==> src/design/phase_rotation_detector_defines.svh <==
// ----------------------------------------------------------------------------
// Phase rotation detector assertion macros
// Concurrent check helpers, clocked on aclk and held off during reset.
// ----------------------------------------------------------------------------
`ifndef PHASE_ROTATION_DETECTOR_DEFINES_SVH
`define PHASE_ROTATION_DETECTOR_DEFINES_SVH

`ifndef NO_ASSERTIONS

// Same-cycle implication
`define PRD_ASSERT_IMP(lbl, ante, cons, msg) \
    lbl: assert property (@(posedge aclk) disable iff (!aresetn) (ante) |-> (cons)) \
        else $error(msg);

// Next-cycle implication
`define PRD_ASSERT_NXT(lbl, ante, cons, msg) \
    lbl: assert property (@(posedge aclk) disable iff (!aresetn) (ante) |=> (cons)) \
        else $error(msg);

`else

`define PRD_ASSERT_IMP(lbl, ante, cons, msg)
`define PRD_ASSERT_NXT(lbl, ante, cons, msg)

`endif

`endif

==> src/design/prd_pkg.sv <==
// ----------------------------------------------------------------------------
// Phase rotation detector package
// Shared constants, tracker control bundle and the cyclic order check.
// ----------------------------------------------------------------------------
package prd_pkg;

    // Window position width and configuration register width
    localparam int POS_BITS = 8;
    localparam int CFG_BITS = 8;

    // Window length after reset
    localparam logic [CFG_BITS-1:0] CFG_WINDOW_RESET = 8'd70;

    // Control from the window sequencer to each phase tracker
    typedef struct packed {
        logic                adv;    // a sample moves into the tracker
        logic                last;   // that sample closes the window
        logic [POS_BITS-1:0] index;  // its position within the window
    } trk_ctrl_t;

    // True when positions are distinct and in cyclic order R, Y, B
    function automatic logic cyclic_ryb(
        input logic [POS_BITS-1:0] r,
        input logic [POS_BITS-1:0] y,
        input logic [POS_BITS-1:0] b
    );
        cyclic_ryb = ((r < y) && (y < b)) ||
                     ((y < b) && (b < r)) ||
                     ((b < r) && (r < y));
    endfunction

endpackage

==> src/design/phase_rotation_detector.sv <==
// ----------------------------------------------------------------------------
// Phase rotation detector
// Per-window peak tracking of three phase samples and R-Y-B order check.
// ----------------------------------------------------------------------------
//
//  Channel  Direction  Contents (low bits first)
//  -------  ---------  -------------------------------------------------------
//  s_       in         sample_r, sample_y, sample_b
//  m_       out        sequence_ok, peak_r, peak_y, peak_b,
//                      position_r, position_y, position_b
//  cfg_     in         samples_per_window (write only)
//
//  One sample triple per cycle. A triple is held in the input register,
//  then updates the trackers; a window's result is in the output
//  register the cycle after its last triple leaves the input register.
//  Reset clears the trackers, the window index and both valid flags and
//  loads a window length of 70. While a result waits on m_tready, triples
//  that do not close a window keep flowing; a closing triple waits.
//
`include "phase_rotation_detector_defines.svh"

module phase_rotation_detector #(
    parameter int SAMPLE_BITS = 12
) (
    input  logic                           aclk,
    input  logic                           aresetn,
    // slave stream
    input  logic                           s_tvalid,
    output logic                           s_tready,
    input  logic [((3 * SAMPLE_BITS + 7) / 8) * 8 - 1:0]
                                           s_tdata,   // sample_r, sample_y, sample_b
    // master stream
    output logic                           m_tvalid,
    input  logic                           m_tready,
    output logic [((1 + 3 * SAMPLE_BITS + 3 * prd_pkg::POS_BITS + 7) / 8) * 8 - 1:0]
                                           m_tdata,   // sequence_ok, peak_r, peak_y,
                                                      // peak_b, position_r,
                                                      // position_y, position_b
    // configuration
    input  logic                           cfg_wr_en,
    input  logic [prd_pkg::CFG_BITS-1:0]   cfg_wr_data  // samples_per_window
);

    localparam int IN_USED  = 3 * SAMPLE_BITS;
    localparam int OUT_USED = 1 + 3 * SAMPLE_BITS + 3 * prd_pkg::POS_BITS;
    localparam int OUT_W    = ((OUT_USED + 7) / 8) * 8;
    localparam int PB       = prd_pkg::POS_BITS;

    logic                          in_valid;
    logic [IN_USED-1:0]            in_data;
    logic                          consume;
    logic                          win_last;
    logic                          out_free;
    logic [PB-1:0]                 index_reg;
    logic [PB-1:0]                 index_next;
    logic [prd_pkg::CFG_BITS-1:0]  window_reg;
    logic                          out_valid_reg;
    logic [OUT_USED-1:0]           out_data_reg;
    prd_pkg::trk_ctrl_t            ctrl;
    logic [SAMPLE_BITS-1:0]        peak_r_next;
    logic [SAMPLE_BITS-1:0]        peak_y_next;
    logic [SAMPLE_BITS-1:0]        peak_b_next;
    logic [PB-1:0]                 pos_r_next;
    logic [PB-1:0]                 pos_y_next;
    logic [PB-1:0]                 pos_b_next;
    logic                          seq_ok;

    // Input register
    prd_in_reg #(
        .DATA_W (IN_USED)
    ) u_in_reg (
        .aclk     (aclk),
        .aresetn  (aresetn),
        .s_tvalid (s_tvalid),
        .s_tready (s_tready),
        .s_data   (s_tdata[IN_USED-1:0]),
        .take     (consume),
        .valid    (in_valid),
        .data     (in_data)
    );

    // Window sequencing: closing triples need a free output register
    always_comb begin
        out_free   = !out_valid_reg || m_tready;
        win_last   = ({1'b0, index_reg} + 9'd1) >= {1'b0, window_reg};
        consume    = in_valid && (!win_last || out_free);
        index_next = index_reg + 8'd1;
        ctrl.adv   = consume;
        ctrl.last  = win_last;
        ctrl.index = index_reg;
    end

    // Per-phase trackers
    prd_phase_trk #(.SAMPLE_BITS(SAMPLE_BITS)) u_trk_r (
        .aclk      (aclk),
        .aresetn   (aresetn),
        .ctrl      (ctrl),
        .sample    (in_data[SAMPLE_BITS-1:0]),
        .peak_next (peak_r_next),
        .pos_next  (pos_r_next)
    );

    prd_phase_trk #(.SAMPLE_BITS(SAMPLE_BITS)) u_trk_y (
        .aclk      (aclk),
        .aresetn   (aresetn),
        .ctrl      (ctrl),
        .sample    (in_data[2*SAMPLE_BITS-1:SAMPLE_BITS]),
        .peak_next (peak_y_next),
        .pos_next  (pos_y_next)
    );

    prd_phase_trk #(.SAMPLE_BITS(SAMPLE_BITS)) u_trk_b (
        .aclk      (aclk),
        .aresetn   (aresetn),
        .ctrl      (ctrl),
        .sample    (in_data[3*SAMPLE_BITS-1:2*SAMPLE_BITS]),
        .peak_next (peak_b_next),
        .pos_next  (pos_b_next)
    );

    assign seq_ok = prd_pkg::cyclic_ryb(pos_r_next, pos_y_next, pos_b_next);

    // Window index and length register
    always_ff @(posedge aclk) begin
        if (!aresetn) begin
            index_reg  <= '0;
            window_reg <= prd_pkg::CFG_WINDOW_RESET;
        end else begin
            if (consume) begin
                index_reg <= win_last ? '0 : index_next;
            end
            if (cfg_wr_en) begin
                window_reg <= cfg_wr_data;
            end
        end
    end

    // Result register valid
    always_ff @(posedge aclk) begin
        if (!aresetn) begin
            out_valid_reg <= 1'b0;
        end else if (consume && win_last) begin
            out_valid_reg <= 1'b1;
        end else if (m_tready) begin
            out_valid_reg <= 1'b0;
        end
    end

    // Result payload
    always_ff @(posedge aclk) begin
        if (consume && win_last) begin
            out_data_reg <= {pos_b_next, pos_y_next, pos_r_next,
                             peak_b_next, peak_y_next, peak_r_next, seq_ok};
        end
    end

    assign m_tvalid = out_valid_reg;
    assign m_tdata  = OUT_W'(out_data_reg);

    // Checks
    `PRD_ASSERT_IMP(a_no_overwrite, m_tvalid && !m_tready, !(consume && win_last), "result overwritten while stalled")
    `PRD_ASSERT_NXT(a_result_loaded, consume && win_last, m_tvalid && (index_reg == '0), "window close did not load result")
    `PRD_ASSERT_NXT(a_index_step, consume && !win_last, index_reg == PB'($past(index_reg) + 8'd1), "window index did not advance")
    `PRD_ASSERT_NXT(a_index_hold, !consume, index_reg == $past(index_reg), "window index moved without a transfer")

endmodule

==> src/design/prd_in_reg.sv <==
// ----------------------------------------------------------------------------
// Phase rotation detector input register
// Holds one sample triple; refills in the cycle the held one is taken.
// ----------------------------------------------------------------------------
module prd_in_reg #(
    parameter int DATA_W = 36
) (
    input  logic              aclk,
    input  logic              aresetn,
    input  logic              s_tvalid,
    output logic              s_tready,
    input  logic [DATA_W-1:0] s_data,
    input  logic              take,
    output logic              valid,
    output logic [DATA_W-1:0] data
);

    logic              valid_reg;
    logic [DATA_W-1:0] data_reg;

    // Free when empty or being drained this cycle
    assign s_tready = !valid_reg || take;
    assign valid    = valid_reg;
    assign data     = data_reg;

    always_ff @(posedge aclk) begin
        if (!aresetn) begin
            valid_reg <= 1'b0;
        end else if (s_tvalid && s_tready) begin
            valid_reg <= 1'b1;
        end else if (take) begin
            valid_reg <= 1'b0;
        end
    end

    // Payload, no reset
    always_ff @(posedge aclk) begin
        if (s_tvalid && s_tready) begin
            data_reg <= s_data;
        end
    end

endmodule

==> src/design/prd_phase_trk.sv <==
// ----------------------------------------------------------------------------
// Phase rotation detector per-phase peak tracker
// Running maximum and the window position of its first occurrence.
// ----------------------------------------------------------------------------
module prd_phase_trk #(
    parameter int SAMPLE_BITS = 12
) (
    input  logic                          aclk,
    input  logic                          aresetn,
    input  prd_pkg::trk_ctrl_t            ctrl,
    input  logic [SAMPLE_BITS-1:0]        sample,
    output logic [SAMPLE_BITS-1:0]        peak_next,
    output logic [prd_pkg::POS_BITS-1:0]  pos_next
);

    logic [SAMPLE_BITS-1:0]       max_reg;
    logic [prd_pkg::POS_BITS-1:0] pos_reg;
    logic                         hit;

    // Strictly greater only: equal later samples keep the first position
    always_comb begin
        hit       = max_reg < sample;
        peak_next = hit ? sample : max_reg;
        pos_next  = hit ? ctrl.index : pos_reg;
    end

    always_ff @(posedge aclk) begin
        if (!aresetn) begin
            max_reg <= '0;
            pos_reg <= '0;
        end else if (ctrl.adv) begin
            if (ctrl.last) begin
                max_reg <= '0;
                pos_reg <= '0;
            end else begin
                max_reg <= peak_next;
                pos_reg <= pos_next;
            end
        end
    end

endmodule

==> config.mk <==
export PLATFORM = sky130hd
export DESIGN_NAME = phase_rotation_detector
export DESIGN_NICKNAME = d
export VERILOG_FILES = /design/src/design/prd_pkg.sv /design/src/design/phase_rotation_detector.sv /design/src/design/prd_in_reg.sv /design/src/design/prd_phase_trk.sv
export VERILOG_INCLUDE_DIRS = /design/src /design/src/design
export SDC_FILE = /design/constraint.sdc
export NUM_CORES = 1
export LEC_CHECK = 0
export CORE_MARGIN = 1.5
export CORE_UTILIZATION = 28
export DETAILED_ROUTE_END_ITERATION = 10
export DONT_BUFFER_PORTS = 1
export PLACE_DENSITY = 0.47
export SLEW_MARGIN = 20
export SYNTH_ARGS = -nofsm -noshare
export SYNTH_HDL_FRONTEND = slang
export SYNTH_SLANG_ARGS = --single-unit
==> constraint.sdc <==
create_clock -name aclk -period 6.9 [get_ports aclk]
set_input_delay 0.345 -clock aclk [delete_from_list [all_inputs] [get_ports aclk]]
set_output_delay 0.345 -clock aclk [all_outputs]
set_load 0.05 [all_outputs]
==> metrics.cfg, run 1 <==
[sta]
post-route-min-period_ns = 4.23
rsz0062_at_grt = false
finalHoldViolCount = 0
fmax_ghz = 0.236
setup_tns_ns = 0
drv_slew = 0
setup_violations = 0
holdWs_ns = 0.0270
tightestPinTransition_ns = 1.00
fin_ws_ns = 2.67
max_slew_margin = 0.330
finClkSkew_ns = 0.0148
finalCritPeriodShare = 0.614

[clocking]
cts_root_buf = clkbuf_16
cts_inserted_buffers = 17
cts_hold_buf = 36
htreeDepth = 4
clockBufferDepth = 2
cts_resized = 0
clock_latency_ns = 0.43
tritoncts = built
clock-sinks = 175
cts_setup_buffers = 0
clkTransAtPathRegs_ns = 0.07

[power_and_ir_drop]
leakage_nw = 3.87
powerDensity_mw_per_mm2 = 248
fin_total_pwr_mw = 2.29
peakVddDrop_uv = 138

[placed_design]
gp_congestion = 0.745
dpl.hpwl_mm = 12.1
portBuffers = 0
placed_cells = 990
dp_slack_ns = 2.65
dpl_cell_area_sq_mm = 0.00829

[setup_path]
worstPathMaxFanout = 13
critPathCaptureType = flop
critPathKind = reg -> reg
worstPathRequired_ns = 7.13
crit_arrival_ns = 4.46
startpoint_type = flop

[final_layout]
drive_gt1_frac = 0.116
diodes = 0
fin_nets = 780
fill_cells = 2717
regArea_sq_mm = 0.00447
multi_input_area_sq_mm = 0.00302
final_cells = 1059
area_delta_synth_final_pct = 17.3
largest_reg_flops = 61
postLayoutCoreUtil = 0.333
stdcell_area_sq_mm = 0.00924

[drt]
route.vias.total = 4848
drt-wirelength-per-cell_um = 16.7
drtIter0Drc = 292
avgViaCountPerCell = 4.58
wirelength_mm = 17.6
drtAntennaViolNets = 0
first_pass_iters = 5
drcViolationCount = 0

[synthesis]
synth_cells = 634
synth.most_common_cell = edfxtp_1
netlist_area_sq_mm = 0.00787
synth_top_family_by_area = compound AO/OA/AOI/OAI gates
synth_edf_count = 97
synth_common_cells = edfxtp_1, dfxtp_1, inv_1
synthMuxAreaShare = 0.0801
yosysWarnings = 0
ys_top_cells_by_area = edfxtp_1, dfxtp_1, ha_1
seq_area_frac_synth = 0.568
synthXorXnorAreaFrac = 0.00668
synth_top_area_share = 0.370
synth_ff_type = edfxtp_1
synth-compound-area-share = 0.151
post_synth.cell_area_avg_sq_um = 12.4
synth_top_area_cell = edfxtp_1
yosys.area_share.simple = 0.0467
synth_cell_type_count = 45
yosys.area_share.adder = 0.0938
ys_ff_latch = 175
async_flop_share = 0

[die]
dieWidth_um = 171
die_area_sq_mm = 0.0291
io_pins = 119
initial_core_util = 0.284
fp.coreArea_sq_mm = 0.0277
fp-row-count = 61
die_h_um = 171

[global_routing]
grt_pass1_wl_mm = 27.8
gr-total-overflow = 0
antenna_found_initial = 0
grt_max_degree = 62
grt_pass1_vias = 5016
grt_use_total = 0.125

[outcome]
status = completed

[job]
max-cap-violations = 0

[min_path]
min_path_type = in -> reg

==> cell usage in the layout (no fill, tap or decap), types with 9 or more instances in the layout <==
| master | Yosys | layout |
|---|---|---|
| edfxtp_1 | 97 | 97 |
| dfxtp_1 | 78 | 78 |
| inv_1 | 71 | 71 |
| a22o_1 | 62 | 62 |
| ha_1 | 59 | 59 |
| dlygate4sd3_1 | 0 | 37 |
| mux2_2 | 31 | 31 |
| nand2_1 | 27 | 27 |
| mux2i_1 | 27 | 27 |
| o21ai_0 | 25 | 25 |
| clkbuf_16 | 0 | 17 |
| a21oi_1 | 16 | 15 |
| nor2b_1 | 12 | 12 |
| nor2_1 | 13 | 12 |
| a211oi_1 | 9 | 9 |
==> critical path, stage by stage, from the launching register on <==
cell and delay, ns:
edfxtp_1 0.39, inv_1 0.08, ha_1 0.23, a21o_1 0.18, a21oi_1 0.15, nor2b_1 0.09
a2111oi_4 0.80, buf_4 0.39, mux2i_1 0.27, inv_1 0.11, ha_1 0.33, nor2b_1 0.15
mux2i_1 0.15, o2111ai_1 0.15, a21oi_1 0.20, a31oi_1 0.07, o31ai_2 0.29
==> where the power goes <==
group / switching (mW) / leakage [nW] / internal, mW
Sequential: 0.0249 / 1.56 / 1.13
Clock: 0.441 / 0.276 / 0.512
Combinational: 0.0952 / 2.04 / 0.0815
Total: 0.561 / 3.87 / 1.73
==> routing by layer <==
layer  wire length, um  track usage  up-vias
li1                  -            -     2399
met1              8480        0.163     2355
met2              8280        0.204       84
met3               723       0.0345       10
met4               163       0.0346        0
met5                 0            0        -
==> layout make-up <==
class / count / share of cell area
clock buffer: 18 / 0.0465
inverter: 71 / 0.0289
multi-input combinational: 359 / 0.327
tap: 378 / 0.0512
sequential: 175 / 0.484
clock inverter: 14 / 0.0158
timing repair buffer: 44 / 0.0458
==> path summary, 6_finish.rpt <==
path,from,end,slack (ns),cells after the start
worst min register to register,u_trk_y.pos_reg[1],u_trk_y.pos_reg[1],0.48,1
worst min-delay path,aresetn,window_reg[6],0.03,1
worst max-delay path,u_in_reg.data[21],out_data_reg[0],2.67,16
worst max register to register,u_in_reg.data[21],out_data_reg[0],2.67,16
==> cells by family (layout without fill, tap and decap cells) <==
logic type | after synthesis | in the layout
adder cells (fa/ha/maj) | 59 | 59
buffers and inverters | 102 | 147
multiplexers | 59 | 59
AO/OA/AOI/OAI | 156 | 156
flip-flops | 175 | 175
other | 1 | 3
AND/OR/NAND/NOR | 76 | 76
XOR/XNOR | 6 | 6
No activity file was read; power rests on OpenSTA's default activity.
==> run 2, diff against run 1 <==
- clock period: 6.9 -> 4 ns (I/O delays scaled with it)
==> metrics.cfg, run 2 (same netlist as run 1, synthesis figures left out) <==
[drt]
drcViolationCount = 0
drt-wirelength-per-cell_um = 16.4
drtIter0Drc = 303
first_pass_iters = 4
wirelength_mm = 17.7
avgViaCountPerCell = 4.62
route.vias.total = 4978
drtAntennaViolNets = 0

[final_layout]
final_common_cell = edfxtp_1
drive_gt1_frac = 0.124
largest_reg_flops = 61
final_cell_mix = edfxtp_1, dfxtp_1, inv_1, a22o_1, ha_1
diodes = 0
area_delta_synth_final_pct = 20.1
fin_nets = 798

[sta]
tightestPinTransition_ns = 0.658
finClkSkew_ns = 0.0178
drv_slew = 0
finalHoldViolCount = 0
finalCritPeriodShare = 0.892
max_slew_margin = 0.561
holdWs_ns = 0.0292
rsz0062_at_grt = false
setup_violations = 0
post-route-min-period_ns = 3.57
fmax_ghz = 0.280
setup_tns_ns = 0

[global_routing]
antenna_found_initial = 0
gr-total-overflow = 0
grt_pass1_wl_mm = 27.9
grt_pass1_vias = 5184
grt_max_degree = 62
grt_use_total = 0.126

[setup_path]
r2r-start = u_in_reg.data[21]
cpMaxStageDelayCell = nand3_1
crit_arrival_ns = 3.37
worstPathMaxFanout = 7
cpPeakStageDelay_ns = 0.50
path_cells = ha_1 -> nand3_1 -> nor2_1 -> xor2_1 -> ha_1 -> nand4_1 -> o21ai_0 -> a31oi_1 -> nand2_1 -> nand3_1
startpoint_type = flop
critPathKind = reg -> out
crit_path_start = index_reg[1]
worstPathRequired_ns = 3.80
critPathCaptureType = output port

[placed_design]
dpl.hpwl_mm = 12.4
gp_congestion = 0.796
portBuffers = 0

[clocking]
cts_inserted_buffers = 17
cts_root_buf = clkbuf_16
clkTransAtPathRegs_ns = 0.07
clock_latency_ns = 0.43
htreeDepth = 4
cts_setup_buffers = 0
tritoncts = built
clock-sinks = 175
clockBufferDepth = 2

[power_and_ir_drop]
netSwitchingFraction = 0.250
p_clk_frac = 0.421
intPower_mw = 3.00
seqPwrFrac = 0.498
peakVddDrop_uv = 247
powerDensity_mw_per_mm2 = 424
p_sw_mw = 1.00
leakage_nw = 3.97
combPwrFrac = 0.081

[die]
initial_core_util = 0.284
io_pins = 119
fp-row-count = 61
dieWidth_um = 171
die_h_um = 171
fp.coreArea_sq_mm = 0.0277
die_area_sq_mm = 0.0291

[job]
max-cap-violations = 0

[min_path]
min_path_type = in -> reg
hp-start = m_tready

[outcome]
status = completed

==> run 2: layout make-up <==
type,instances,area (sq um)
fill,2732,18300
sequential,175,4470
multi-input combinational,359,3020
timing repair buffer,62,621
tap,378,473
clock buffer,17,425
inverter,71,267
clock inverter,15,166
==> run 2: power by group through the flow <==
stage | combinational (mW) | clock (mW) | sequential (mW)
after detailed placement | 0.289 | 0 | 2.03
after CTS | 0.332 | 1.76 | 1.99
final | 0.326 | 1.69 | 1.99
after floorplan | 0.222 | 0 | 2.02
after global placement | 0.282 | 0 | 2.03
after global routing | 0.366 | 1.82 | 2.00
==> run 2: worst max-delay path, delay by kind of cell (launching register included) <==
| family | cells | cell delay, ns |
|---|---|---|
| simple gates | 5 | 1.22 |
| fa+ha+maj | 2 | 0.57 |
| xor+xnor | 1 | 0.20 |
| compound gates | 2 | 0.48 |
| flops | 1 | 0.49 |
==> run 2: timing repair <==
item,in CTS,in global routing
resized for setup,0,0
hold buffers,47,0
endpoints found under the hold margin,49,0
==> run 2: through the flow <==
stage | total power, mW | area (sq um) | setup slack (ns) | utilization | instances
global placement | 2.31 | 8390 | 0.530 | 0.303 | 998
floorplan | 2.25 | 7890 | 0.212 | - | 636
CTS | 4.08 | 9450 | 0.405 | 0.341 | 1077
global route | 4.19 | 9450 | 0.112 | 0.341 | 1077
finish | 4.01 | 9450 | 0.431 | 0.341 | 1077
detailed placement | 2.32 | 8390 | 0.506 | 0.303 | 998
==> run 2: worst paths after layout <==
check                           depth (start not counted)                 end  slack (ns)
worst max-delay path                                   10            s_tready        0.43
worst min-delay path                                    2            m_tvalid        0.03
worst max register to register                         16     out_data_reg[0]        0.48
worst min register to register                          1  u_trk_r.pos_reg[0]        0.47
==> run 2: metal layers <==
layer	GRT usage	up-vias	wire length (um)
li1	-	2433	-
met1	0.164	2445	8330
met2	0.210	89	8490
met3	0.0252	11	669
met4	0.0366	0	174
met5	0	-	0
==> run 3, diff against run 2 <==
- RECOVER_POWER: default -> 50
==> metrics.cfg, run 3 (same netlist as run 1, synthesis figures left out) <==
[die]
fp.coreArea_sq_mm = 0.0277
fp-row-count = 61
die_h_um = 171
initial_core_util = 0.284
die_area_sq_mm = 0.0291
io_pins = 119
dieWidth_um = 171

[final_layout]
stdcell_area_sq_mm = 0.00942
final_cells = 1077
drive_gt1_frac = 0.0901
area_delta_synth_final_pct = 19.7
final_common_cell = edfxtp_1
final_cell_mix = edfxtp_1, dfxtp_1, inv_1, a22o_1, ha_1
fin_nets = 798
largest_reg_flops = 61
diodes = 0

[power_and_ir_drop]
powerDensity_mw_per_mm2 = 424
peakVddDrop_uv = 247
leakage_nw = 3.96

[sta]
fin_ws_ns = 0.411
post-route-min-period_ns = 3.59
tightestPinTransition_ns = 0.728
finClkSkew_ns = 0.0171
fmax_ghz = 0.279
max_slew_margin = 0.515
rsz0062_at_grt = false
finalHoldViolCount = 0
drv_slew = 0
setup_violations = 0
finalCritPeriodShare = 0.897
setup_tns_ns = 0
holdWs_ns = 0.0293

[min_path]
min_path_type = in -> reg
hp-start = m_tready
min_to = m_tvalid
hold_depth = 2

[setup_path]
critPathCaptureType = output port
crit_path_start = index_reg[2]
reg2reg_depth = 15
startpoint_type = flop
regToRegSetupSlack_ns = 0.45
worstPathRequired_ns = 3.80
crit_arrival_ns = 3.39
critPathKind = reg -> out
worstPathMaxFanout = 10
r2r-start = u_in_reg.data[17]
reg2reg_to = out_data_reg[0]

[clocking]
clkTransAtPathRegs_ns = 0.07
clockBufferDepth = 2
cts_inserted_buffers = 17
tritoncts = built
clock-sinks = 175
clock_latency_ns = 0.43
cts_root_buf = clkbuf_16
cts_setup_buffers = 0
htreeDepth = 4

[drt]
first_pass_iters = 4
drtAntennaViolNets = 0
route.vias.total = 4973
drtIter0Drc = 293
drcViolationCount = 0
drt-wirelength-per-cell_um = 16.4
avgViaCountPerCell = 4.62
wirelength_mm = 17.7

[placed_design]
placed_cells = 998
dp_slack_ns = 0.506
dpl.hpwl_mm = 12.4
portBuffers = 0
gp_congestion = 0.796
dpl_cell_area_sq_mm = 0.00839

[global_routing]
grt_pass1_wl_mm = 27.9
grt_pass1_vias = 5184
antenna_found_initial = 0
gr-total-overflow = 0
grt_use_total = 0.126
grt_max_degree = 62

[job]
max-cap-violations = 0

[outcome]
status = completed

-- run 3: how the worst max path moves through the flow --
stage / end / slack (ns)
after floorplan: u_in_reg.data[0] / 0.21
after detailed placement: out_data_reg[0] / 0.51
after global routing: s_tready / 0.11
final: s_tready / 0.41
after global placement: out_data_reg[0] / 0.53
after CTS: s_tready / 0.41
-- run 3: layout make-up --
| type | count | area [sq um] |
|---|---|---|
| timing repair buffer | 62 | 609 |
| fill | 2736 | 18300 |
| inverter | 71 | 267 |
| multi-input combinational | 359 | 3010 |
| clock inverter | 15 | 166 |
| sequential | 175 | 4470 |
| tap | 378 | 473 |
| clock buffer | 17 | 425 |
-- run 3: power breakdown --
group / internal [mW] / total (mW) / switching [mW] / leakage, nW
logic: 0.148 / 0.317 / 0.170 / 2.11
registers: 1.95 / 1.99 / 0.0406 / 1.56
clock network: 0.895 / 1.69 / 0.792 / 0.289
-- run 3: metrics by stage --
step / util / total power [mW]
global placement: 0.303 / 2.31
global route: 0.340 / 4.18
detailed placement: 0.303 / 2.32
CTS: 0.341 / 4.08
floorplan: - / 2.25
finish: 0.340 / 4.00
-- run 3: what timing repair did --
action                    in CTS  in global routing
resized for setup              0                  0
hold endpoints to repair      49                  0
hold buffers                  47                  0
-- run 3: layer usage --
| metal | track usage | vias up | part of all wire |
|---|---|---|---|
| met5 | 0 | - | 0 |
| met3 | 0.0252 | 9 | 0.033 |
| li1 | - | 2436 | - |
| met1 | 0.164 | 2447 | 0.48 |
| met4 | 0.0366 | 0 | 0.0093 |
| met2 | 0.210 | 81 | 0.48 |
-- run 3: worst max-delay path, stage by stage, from the launching register on --
cell     delay, ns
dfxtp_1       0.62
nand3_1       0.25
nor2_1        0.18
xor2_1        0.26
ha_1          0.31
a21oi_1       0.14
o21ai_0       0.09
a31oi_1       0.39
nand2_1       0.22
nand3_1       0.49
